--- config.mk ---
export PLATFORM = sky130hd
export DESIGN_NAME = peqc_lane
export DESIGN_NICKNAME = d
export VERILOG_FILES = /design/src/hw/rtl/peqc_pkg.sv /design/src/hw/rtl/peqc_lane.sv
export SDC_FILE = /design/constraint.sdc
export NUM_CORES = 1
export LEC_CHECK = 0
export ABC_AREA = 1
export BUFFER_PORTS_ARGS = -buffer_cell sky130_fd_sc_hd__buf_2
export CORE_UTILIZATION = 51
export CTS_CLUSTER_SIZE = 25
export DETAILED_ROUTE_END_ITERATION = 16
export GPL_TIMING_DRIVEN = 1
export PLACE_DENSITY = 0.75
export SYNTH_ARGS = -nofsm -noshare
export SYNTH_HDL_FRONTEND = slang
export SYNTH_SLANG_ARGS = --single-unit
--- constraint.sdc ---
create_clock -name clk -period 3.4 [get_ports clk]
set_input_delay 0.68 -clock clk [delete_from_list [all_inputs] [get_ports clk]]
set_output_delay 0.68 -clock clk [all_outputs]
set_load 0.01 [all_outputs]
--- src/hw/rtl/peqc_pkg.sv ---
// Shared types and constants for the per-input event quota counter.
// Has no dependencies; every other RTL file imports it.
`default_nettype none

package peqc_pkg;

  localparam int NUM_INPUTS_DEF  = 16;
  localparam int COUNT_WIDTH_DEF = 32;
  localparam int ADDR_W          = 4;
  localparam int DATA_W          = 32;
  localparam int GROUP           = 4;

  typedef enum logic [1:0] {
    ACT_EVENT = 2'd0,
    ACT_START = 2'd1,
    ACT_STOP  = 2'd2
  } action_t;

  typedef enum logic [1:0] {
    REG_REQUESTED = 2'd0,
    REG_MASK      = 2'd1,
    REG_LIVE      = 2'd2
  } reg_idx_t;

  typedef struct packed {
    logic [1:0]  action;
    logic [15:0] nonempty_inputs;
    logic [3:0]  query_index;
  } in_t;

  typedef struct packed {
    logic        is_needed;
    logic [31:0] needed_total;
    logic [31:0] queried_count;
    logic [31:0] queried_read_count;
    logic [31:0] lowest_count;
    logic        all_excluded;
  } out_t;

  typedef struct packed {
    logic clear;
    logic step;
    logic needed;
  } lane_ctl_t;

  typedef struct packed {
    logic       valid;
    logic       needed;
    logic [3:0] query;
  } pend_t;

endpackage

`default_nettype wire

--- src/hw/rtl/peqc_lane.sv ---
// One input's lane: accepted and read counters and the quota compare.
// Depends on peqc_pkg.
`default_nettype none

module peqc_lane
  import peqc_pkg::*;
#(
  parameter int COUNT_WIDTH = COUNT_WIDTH_DEF
) (
  input  wire logic                   clk,
  input  wire logic                   rst,
  input  wire lane_ctl_t              ctl,
  input  wire logic                   sel,
  input  wire logic [31:0]            quota,
  output logic      [COUNT_WIDTH-1:0] count,
  output logic      [COUNT_WIDTH-1:0] read_count,
  output logic                        below
);

  localparam int CmpW = (COUNT_WIDTH > 32) ? COUNT_WIDTH : 32;

  logic [COUNT_WIDTH-1:0] count_next;
  logic [COUNT_WIDTH-1:0] read_count_next;

  assign below = sel && (CmpW'(count) < CmpW'(quota));

  always_comb begin
    count_next      = count;
    read_count_next = read_count;
    if (ctl.clear) begin
      count_next      = '0;
      read_count_next = '0;
    end else if (ctl.step && sel) begin
      if (ctl.needed && (count != '1)) begin
        count_next = count + COUNT_WIDTH'(1);
      end
      if (read_count != '1) begin
        read_count_next = read_count + COUNT_WIDTH'(1);
      end
    end
  end

  always_ff @(posedge clk) begin
    if (rst) begin
      count      <= '0;
      read_count <= '0;
    end else begin
      count      <= count_next;
      read_count <= read_count_next;
    end
  end

endmodule

`default_nettype wire

==> results.md <==
* Status: complete, no violations
* Cell Rows at 35
* Die Wd at 100.8 um
* CP Data Required Time at 2.72 ns
* Crit. End Element: primary output
* Clk buf depth at 2
* Worst Hold Class: reg -> reg
* Overall via count from detail_route at 5320
* Worst stage delay on the critical path at 0.47 ns
* DRT Wirelength at 12980 um
* Switch share at 0.2415
* Synthesized cell area at 0.004975 sq mm
* Post-synth ARST share at 0
* Slowest CP cell: dfxtp_1
* Post-route cell area at 0.005807 sq mm
* Total GRT Usage at 0.2671
* Fin Setup TNS at 0 ns
* CTS root buf: clkbuf_8
* Most used cell, CP: nand2_1
* Critical path data arrival time at 2.01 ns
* First-pass GRT wire length at 21570 um
* Seq/Total Area, Yosys at 0.2575
* GPL Wtd Cong at 0.8738
* Leakage at 0.002624 uW
* Top_reg_cell synth: dfxtp_1
* Met1 Usage GRT at 0.3584
* RSZ-0062 raised after global routing: no
* Sequential power share at 0.444
* Share of cells above drive strength 1 at 0.1962
* CP bufs+invs at 1
* Clock slew at reported path FFs at 0.08 ns
* Met2 Usage GRT at 0.4394
* Relative slew slack at 0.6676
* Fin nets at 968
* Drt initial violations at 285
* Hold Crit Endpoint: read_count[31]
* Syn. warnings at 0
* Detailed placement HPWL at 9774 um
* Peak Freq at 371.3 MHz
* Max-Cap Viols at 0
* Worst Reg-to-Reg Cells at 10
* Synthesis-to-layout area growth at 16.73%
* Vias per inst at 5.160
* Total grt overflow at 0
* Largest net degree at the start of global routing at 33
* Die height at 100.8 um
* Clock skew at 0.01609 ns
* P_sw at 408.9 uW
* Pre-antenna DRT Iters at 5
* Worst-path fanout max at 6
* Final Hold Fails at 0
* Reg2reg start: count[1]
* Internal Pwr Total at 1284 uW
* Cts repair resizes at 0
* Most Crowded Layer GR: met2
* CP Class: reg -> out
* Maximum vdd drop at 0.1865 mV
* Area leader, netlist: dfxtp_1
* Reg-to-reg slack, setup at 0.92 ns
* Met3 usage at 0.05687
* Area contributors post-synth: dfxtp_1 (26%), nand2_1 (22%), nor2_1 (8.5%)
* Worst-skew pair later-pin latency at 0.36 ns
* WHS at 0.5109 ns
* Clock power share at 0.493
* Logic pwr share at 0.063
* Synth Instances at 797
* Starting Density at 0.5333
* I/O pins at 103
* Vias in the first global route at 4714
* Worst hold path depth at 2
* Antenna violations before repair at 0
* Routed len/inst at 12.58 um
* Setup Viol. Count Final at 0
* Min Tclk post-route at 2.694 ns
* Clk sinks at 64
* CP Cell Sequence: ha_1 > a21oi_1 > nor2_1 > nor3_1 > nand2_1 > nand2_1 > nand2_1 > a21oi_1 > buf_2
* Core Region at 0.009328 sq mm
* Worst Hold Launch: read_count[31]
* Post-CTS Setup Repair Bufs at 0
* DRC at 0
* Syn Area/Cell at 6.242 sq um
* Placed inst area at 0.005558 sq mm
* Cell variety after synth at 30
* Hold Buf Count CTS at 0
* Flops & latches, synth at 64
* Power per cell area at 291.5 mW/mm^2
* Area share of the largest cell type after synthesis at 0.2575
* Worst setup SP type: flip-flop
* PortBufs at 102
* Fillcell total at 914
* Diodes inserted at 0
* Post-Syn Nets at 868
* Post-synth EDFFs at 0
* Antenna Nets Post-Route at 0
* Least-Margin Pin Slew at 0.4980 ns
* Crit Reg-Reg Endpoint: count[13]
* TritonCTS clock tree: done
* Slew Limit Fails at 0
* H-Tree Depth at 3
* Die area at 0.01015 sq mm
* Crit share post-route at 0.7922
* Cts bufs inserted at 9
* CP top delay family: flip-flops
==> synthesized netlist by cell type, drive strengths merged, types with 3 or more instances <==
library cell / n
a21oi: 67
clkbuf: 6
nand3: 35
buf: 11
dfxtp: 64
xor2: 12
nor3: 3
o21ai: 11
nand3b: 18
nand2: 306
nor2: 126
inv: 80
xnor2: 16
ha: 33
nand4: 6
==> registers in the layout (all words and copies together) (netlist names) <==
register and count:
read_count 32, count 32
==> cell usage in the layout (no fill, tap or decap), types with 16 or more instances in the layout <==
master	instances
a21oi_1	54
buf_2	102
dfxtp_1	64
ha_1	33
inv_1	75
nand2_1	288
nand3_1	30
nand3b_1	18
nor2_1	113
xnor2_1	16
==> power by group through the flow <==
stage	clock, uW	combinational [uW]	sequential, uW
2_1_floorplan	0	70.8	770
3_3_place_gp	0	102	770
3_5_place_dp	0	106	770
4_1_cts	843	107	752
5_1_grt	889	121	752
6_report	835	106	752
==> logic make-up after synthesis <==
kind of cell,Yosys count,synth area share
flip-flops,64,0.2575
buffers and inverters,97,0.08476
AND/OR/NAND/NOR,497,0.4371
adder cells (fa/ha/maj),33,0.08300
XOR/XNOR,28,0.04929
AO/OA/AOI/OAI,78,0.08828
==> worst min-delay path, delay by kind of cell (launching register included) <==
| family | cells | cell delay (ns) |
|---|---|---|
| compound gates | 1 | 0.06 |
| flops | 1 | 0.34 |
| simple gates | 1 | 0.07 |
==> worst max-delay path by stage <==
stage	from	endpoint	slack, ns	cells past startpoint
after floorplan	quota[5]	below	1.09	9
after global placement	quota[31]	below	0.79	9
after detailed placement	quota[31]	below	0.76	9
after CTS	count[5]	below	0.73	9
after global routing	count[27]	below	0.58	9
final	count[5]	below	0.71	9
==> routing by layer <==
layer / vias to the layer above / routed length (um)
li1: 2710 / -
met4: 0 / 131
met3: 17 / 1016
met5: - / 0
met1: 2401 / 5921
met2: 192 / 5905
==> metrics by stage <==
step           utilization  setup slack (ns)  std cells  total power, uW
2_1_floorplan            -             1.088        797            840.8
3_3_place_gp        0.5958            0.7914       1015            871.5
3_5_place_dp        0.5958            0.7641       1015            875.8
4_1_cts             0.6225            0.7335       1031             1702
5_1_grt             0.6225            0.5818       1031             1762
6_report            0.6225            0.7064       1031             1693
==> area by class of cell <==
class	count	area, sq um	area share
Timing Repair Buffer	106	540.5	0.09308
Clock buffer	9	123.9	0.02133
Clock inverter	7	125.1	0.02155
Inverter	80	302.8	0.05214
Tap cell	129	161.4	0.02780
Multi-Input combinational cell	636	3272	0.5635
Sequential cell	64	1281	0.2206
(Power assumes the default switching activity.)
