`src/hw/rtl/peqc_pkg.sv`:
```
// Shared types and constants for the per-input event quota counter.
// Has no dependencies; every other RTL file imports it.
`default_nettype none

package peqc_pkg;

  localparam int NUM_INPUTS_DEF  = 16;
  localparam int COUNT_WIDTH_DEF = 32;
  localparam int ADDR_W          = 4;
  localparam int DATA_W          = 32;
  localparam int GROUP           = 4;

  typedef enum logic [1:0] {
    ACT_EVENT = 2'd0,
    ACT_START = 2'd1,
    ACT_STOP  = 2'd2
  } action_t;

  typedef enum logic [1:0] {
    REG_REQUESTED = 2'd0,
    REG_MASK      = 2'd1,
    REG_LIVE      = 2'd2
  } reg_idx_t;

  typedef struct packed {
    logic [1:0]  action;
    logic [15:0] nonempty_inputs;
    logic [3:0]  query_index;
  } in_t;

  typedef struct packed {
    logic        is_needed;
    logic [31:0] needed_total;
    logic [31:0] queried_count;
    logic [31:0] queried_read_count;
    logic [31:0] lowest_count;
    logic        all_excluded;
  } out_t;

  typedef struct packed {
    logic clear;
    logic step;
    logic needed;
  } lane_ctl_t;

  typedef struct packed {
    logic       valid;
    logic       needed;
    logic [3:0] query;
  } pend_t;

endpackage

`default_nettype wire

```
`src/hw/rtl/peqc_merge.sv`:
```
// Merging stages: grouped minimum over the lanes, query select and result register.
// Depends on peqc_pkg.
`default_nettype none

module peqc_merge
  import peqc_pkg::*;
#(
  parameter int NUM_INPUTS  = NUM_INPUTS_DEF,
  parameter int COUNT_WIDTH = COUNT_WIDTH_DEF
) (
  input  wire logic                                   clk,
  input  wire logic                                   rst,
  input  wire logic                                   adv,
  input  wire pend_t                                  pend,
  input  wire logic                                   started,
  input  wire logic      [COUNT_WIDTH-1:0]            total,
  input  wire logic      [NUM_INPUTS-1:0][COUNT_WIDTH-1:0] counts,
  input  wire logic      [NUM_INPUTS-1:0][COUNT_WIDTH-1:0] read_counts,
  input  wire logic      [NUM_INPUTS-1:0]             use_mask,
  output logic                                        out_valid,
  output out_t                                        out_data
);

  localparam int NumGroups = (NUM_INPUTS + GROUP - 1) / GROUP;
  localparam int PadN      = NumGroups * GROUP;

  logic [PadN-1:0][COUNT_WIDTH-1:0] pad_cnt;
  logic [NumGroups-1:0][COUNT_WIDTH-1:0] gmin_next;
  logic [NumGroups-1:0][COUNT_WIDTH-1:0] gmin;
  logic [COUNT_WIDTH-1:0] qcnt_next;
  logic [COUNT_WIDTH-1:0] qrd_next;
  logic [COUNT_WIDTH-1:0] qcnt;
  logic [COUNT_WIDTH-1:0] qrd;
  logic [COUNT_WIDTH-1:0] total_s1;
  logic [COUNT_WIDTH-1:0] min_all;
  logic                   s1_valid;
  logic                   s1_needed;
  logic                   s1_started;
  logic                   s1_none;

  genvar gi;
  generate
    for (gi = 0; gi < PadN; gi++) begin : g_pad
      if (gi < NUM_INPUTS) begin : g_lane
        assign pad_cnt[gi] = use_mask[gi] ? counts[gi] : '1;
      end else begin : g_fill
        assign pad_cnt[gi] = '1;
      end
    end
  endgenerate

  always_comb begin
    for (int g = 0; g < NumGroups; g++) begin
      gmin_next[g] = pad_cnt[g*GROUP];
      for (int k = 1; k < GROUP; k++) begin
        if (pad_cnt[g*GROUP+k] < gmin_next[g]) begin
          gmin_next[g] = pad_cnt[g*GROUP+k];
        end
      end
    end
  end

  always_comb begin
    qcnt_next = '0;
    qrd_next  = '0;
    for (int i = 0; i < NUM_INPUTS; i++) begin
      if ({1'b0, pend.query} == 5'(i)) begin
        qcnt_next = counts[i];
        qrd_next  = read_counts[i];
      end
    end
  end

  always_comb begin
    min_all = gmin[0];
    for (int g = 1; g < NumGroups; g++) begin
      if (gmin[g] < min_all) begin
        min_all = gmin[g];
      end
    end
  end

  always_ff @(posedge clk) begin
    if (rst) begin
      s1_valid  <= 1'b0;
      out_valid <= 1'b0;
    end else if (adv) begin
      s1_valid  <= pend.valid;
      out_valid <= s1_valid;
    end
  end

  always_ff @(posedge clk) begin
    if (adv) begin
      gmin       <= gmin_next;
      qcnt       <= qcnt_next;
      qrd        <= qrd_next;
      total_s1   <= total;
      s1_needed  <= pend.needed;
      s1_started <= started;
      s1_none    <= ~|use_mask;

      out_data.is_needed          <= s1_needed;
      out_data.needed_total       <= 32'(total_s1);
      out_data.queried_count      <= 32'(qcnt);
      out_data.queried_read_count <= 32'(qrd);
      out_data.lowest_count       <= s1_started ? 32'(min_all) : 32'd0;
      out_data.all_excluded       <= s1_started & s1_none;
    end
  end

endmodule

`default_nettype wire

```
`config.mk`:
```
export PLATFORM = sky130hd
export DESIGN_NAME = peqc_merge
export DESIGN_NICKNAME = d
export VERILOG_FILES = /design/src/hw/rtl/peqc_pkg.sv /design/src/hw/rtl/peqc_merge.sv
export SDC_FILE = /design/constraint.sdc
export NUM_CORES = 2
export LEC_CHECK = 0
export ABC_AREA = 1
export BUFFER_PORTS_ARGS = -buffer_cell sky130_fd_sc_hd__buf_2
export CORE_AREA = 2 2 472 474
export DETAILED_ROUTE_END_ITERATION = 7
export DIE_AREA = 0 0 474 476
export GPL_TIMING_DRIVEN = 0
export PLACE_DENSITY_LB_ADDON = 0.1
export REMOVE_ABC_BUFFERS = 1
export SYNTH_ARGS = -nofsm -noshare
export SYNTH_HDL_FRONTEND = slang
export SYNTH_SLANG_ARGS = --single-unit
```
`constraint.sdc`:
```
create_clock -name clk -period 13.2 [get_ports clk]
set_clock_uncertainty 0.1 [all_clocks]
set_input_delay 1.32 -clock clk [delete_from_list [all_inputs] [get_ports clk]]
set_output_delay 1.32 -clock clk [all_outputs]
set_load 0.05 [all_outputs]
```
==> out/metrics.yaml <==
outcome:
  status: "finished clean"
synthesis:
  synthSimpleGateAreaFrac_pct: 31.4
  postSynthAreaPerCell_um2: 6.97
  synthMuxAreaShare_pct: 0
  ys.flop_type: "edfxtp_1"
  synth-warning-count: 0
  synth_top_family_by_area: "simple AND/OR/NAND/NOR gates"
  syn_area_um2: 37200
  synth_fa_ha_area_share_pct: 15.4
  synth-seq-cells: 359
  yosys.area_share.xor_xnor_pct: 0
  synth_compound_area_share_pct: 16.4
  async_flop_share_pct: 0
  synth_edf_count: 357
  synth_cells: 5332
  synth_cell_types: 49
  synth_seq_area_share_pct: 29.0
finish:
  regArea_um2: 10800
  instances_no_fill: 9485
  fillers: 25100
  drive_gt1_share_pct: 25.4
  multi_input_area_um2: 23700
  final_util_pct: 22.2
  area_growth_pct: 32.1
  fin_nets: 7915
placement:
  dp.cells: 9295
  numPortBuffers: 1212
  gp_congestion: 1.02
  dp_hpwl_mm: 244
pwr:
  p_per_area_nw_per_um2: 155
  ir_drop_uv: 107
  power_uw: 7610
  leakagePower_uw: 0.0226
setup_path:
  cp-end-kind: "flop"
  crit_buf_inv: 5
  worstPathArrival_ns: 12.41
  worstPathRequired_ns: 13.61
  critPathLaunchType: "primary input"
  worstSetupPathType: "primary input to flop"
  critPathTopFamily: "simple AND/OR/NAND/NOR gates"
  slowest_delay_ns: 0.85
  cpMaxStageDelayCell: "nand2_2"
  critPathMaxFanout: 63
detailed_routing:
  vias_per_cell: 4.51
  drt_wl_total_mm: 282
  wire_per_inst_um: 29.7
  drcViolationCount: 0
  drtAntennaViolNets: 0
  initialDrtViolationCount: 3203
  vias: 42800
  first_pass_iters: 7
clock_tree:
  cts_tree: "done"
  ctsHoldBuffers: 0
  h-tree-depth: 2
  cts.sinks: 359
  path_clk_slew_ns: 0.07
  numCtsBuffers: 53
  clock_path_buffers: 3
  cts_root_buf: "clkbuf_16"
  clock_latency_ns: 0.70
timing:
  rsz0062_at_grt: "false"
  holdWs_ns: 0.296
  setup_tns_ns: 0
  slew_viol_final: 0
  finalHoldViolations: 0
  tightest_slew_ns: 1.46
  timing.fmax_ghz: 0.0833
  relSlewSlack_pct: 1.90
  post-route-period-util_pct: 91.0
  setup_violations: 0
  period_needed_ns: 12.01
die:
  fp.coreArea_um2: 221000
  die_w_um: 474
  die_h_um: 476
  rows: 173
  initial_core_util_pct: 16.8
  dieArea_um2: 226000
  ios: 1213
grt:
  first_global_vias: 41600
  grt_antenna_before_repair: 249
  grt_overflow: 0
  grt_pass1_wl_mm: 371
  grt_use_total_pct: 24.2
  grt_max_degree: 109
min_path:
  hold_path.class: "flop to flop"
flow_run:
  cap_viol_max_count: 0
-- cell usage in the layout (no fill, tap or decap), types with 20 or more instances in the layout --
| master | synthesis | final |
|---|---|---|
| a211oi_1 | 38 | 36 |
| a21boi_0 | 21 | 21 |
| a21oi_1 | 277 | 274 |
| a221oi_1 | 43 | 43 |
| buf_12 | 0 | 27 |
| buf_2 | 15 | 1211 |
| clkbuf_16 | 0 | 53 |
| diode_2 | 0 | 92 |
| edfxtp_1 | 357 | 357 |
| ha_1 | 457 | 457 |
| inv_1 | 460 | 454 |
| nand2_1 | 1646 | 1643 |
| nand3_1 | 276 | 276 |
| nand4_1 | 153 | 153 |
| nor2_1 | 345 | 329 |
| nor3_1 | 22 | 22 |
| o2111ai_1 | 37 | 37 |
| o21ai_0 | 505 | 502 |
| o221ai_1 | 20 | 20 |
| o22ai_1 | 36 | 36 |
| or2_2 | 225 | 225 |
-- what timing repair did --
item / in CTS / in global routing
endpoints found under the setup margin: 5 / 0
resized for setup: 1 / 0
buffers inserted: 0 / 0
-- worst register-to-register path, stage by stage (launching register included) --
cell       delay [ns]
edfxtp_1         0.40
inv_1            0.12
ha_1             0.25
nand2_1          0.12
nor2_1           0.06
nand2_1          0.07
o211ai_1         0.11
a21oi_1          0.31
nand2_2          0.62
o21ai_0          1.14
ha_1             0.27
nand3_1          0.11
nor3_1           0.38
nor4b_1          0.53
nand2_1          0.16
nand2_2          0.68
clkinv_1         0.63
o21ai_0          0.51
inv_1            0.08
ha_1             0.32
nand4_1          0.13
a21oi_1          0.06
a2111oi_0        0.60
nand2_1          0.26
nand2_2          0.88
a21boi_0         0.23
nor2_1           0.42
-- worst paths after layout --
check | start | endpoint | slack (ns) | cells past startpoint
setup / recovery | use_mask[9] | gmin[83]$_DFFE_PP_ | 1.19 | 30
setup reg to reg | gmin[31]$_DFFE_PP_ | out_data[19]$_SDFFCE_PN0P_ | 3.40 | 26
hold / removal | qrd[0]$_DFFE_PP_ | out_data[33]$_DFFE_PP_ | 0.30 | 0
hold reg to reg | qrd[0]$_DFFE_PP_ | out_data[33]$_DFFE_PP_ | 0.30 | 0
-- layout make-up --
class                           instances  share of cell area [%]
Inverter                              472                    3.64
Sequential cell                       359                    21.9
Clock inverter                         29                   0.597
Multi-Input combinational cell       4227                    48.2
Tap cell                             2975                    7.59
Clock buffer                           68                    2.90
Antenna cell                           92                   0.469
Timing Repair Buffer                 1263                    14.7
-- cell families (layout without fill, tap and decap cells) --
| kind of cell | after synthesis | after routing |
|---|---|---|
| and+or+nand+nor | 2715 | 2715 |
| DFF | 359 | 359 |
| adders and majority gates | 457 | 457 |
| other | 0 | 92 |
| AOI/OAI and AO/OA | 1055 | 1055 |
| buffers and inverters | 746 | 1832 |
-- registers in the layout, summed over array words and instances, names as in the netlist --
register,count
out_data,130
gmin,128
qcnt,32
qrd,32
total_s1,32
out_valid,1
s1_needed,1
s1_none,1
s1_started,1
s1_valid,1
-- report_power, final --
part | internal [uW] | switching, uW | leakage, uW
clock | 839 | 621 | 0.000851
sequential | 1650 | 121 | 0.00353
combinational | 1370 | 3000 | 0.0182
total | 3860 | 3740 | 0.0226
-- cell usage after synthesis, types with 10 or more instances --
| cell type | n | area share (%) |
|---|---|---|
| buf_1 | 14 | 0.14 |
| o2111ai_1 | 37 | 0.87 |
| ha_1 | 457 | 15 |
| inv_1 | 460 | 4.6 |
| nand4_1 | 153 | 2.6 |
| a211oi_1 | 38 | 0.77 |
| buf_2 | 15 | 0.20 |
| nor2_1 | 345 | 3.5 |
| or2_2 | 225 | 3.8 |
| a22o_1 | 18 | 0.42 |
| nand2_1 | 1646 | 17 |
| edfxtp_1 | 357 | 29 |
| o21ai_0 | 505 | 6.8 |
| o221ai_1 | 20 | 0.47 |
| nor3_1 | 22 | 0.30 |
| a21boi_0 | 21 | 0.42 |
| nor4_1 | 11 | 0.19 |
| o22ai_1 | 36 | 0.61 |
| o21a_1 | 10 | 0.20 |
| buf_4 | 11 | 0.22 |
| clkbuf_1 | 225 | 2.3 |
| nand2_2 | 15 | 0.25 |
| nand3_1 | 276 | 3.7 |
| a21oi_1 | 277 | 3.7 |
| a221oi_1 | 43 | 1.0 |
-- per-stage QoR --
step	area [um^2]	worst slack (ns)
final	49100	1.19
after global routing	48900	0.141
after CTS	48800	0.576
after detailed placement	47100	-0.776
after global placement	45800	-2.49
after floorplan	36000	3.91
-- layer usage --
metal  global-route usage [%]  part of all wire, %  up-vias
met2                     39.2                   45     1673
met1                     32.4                   46    20100
met5                        0                 0.18        -
met3                     5.47                  6.7      471
li1                         -                    -    20500
met4                     5.85                  2.8       78
Power figures use the tool's default switching activity.
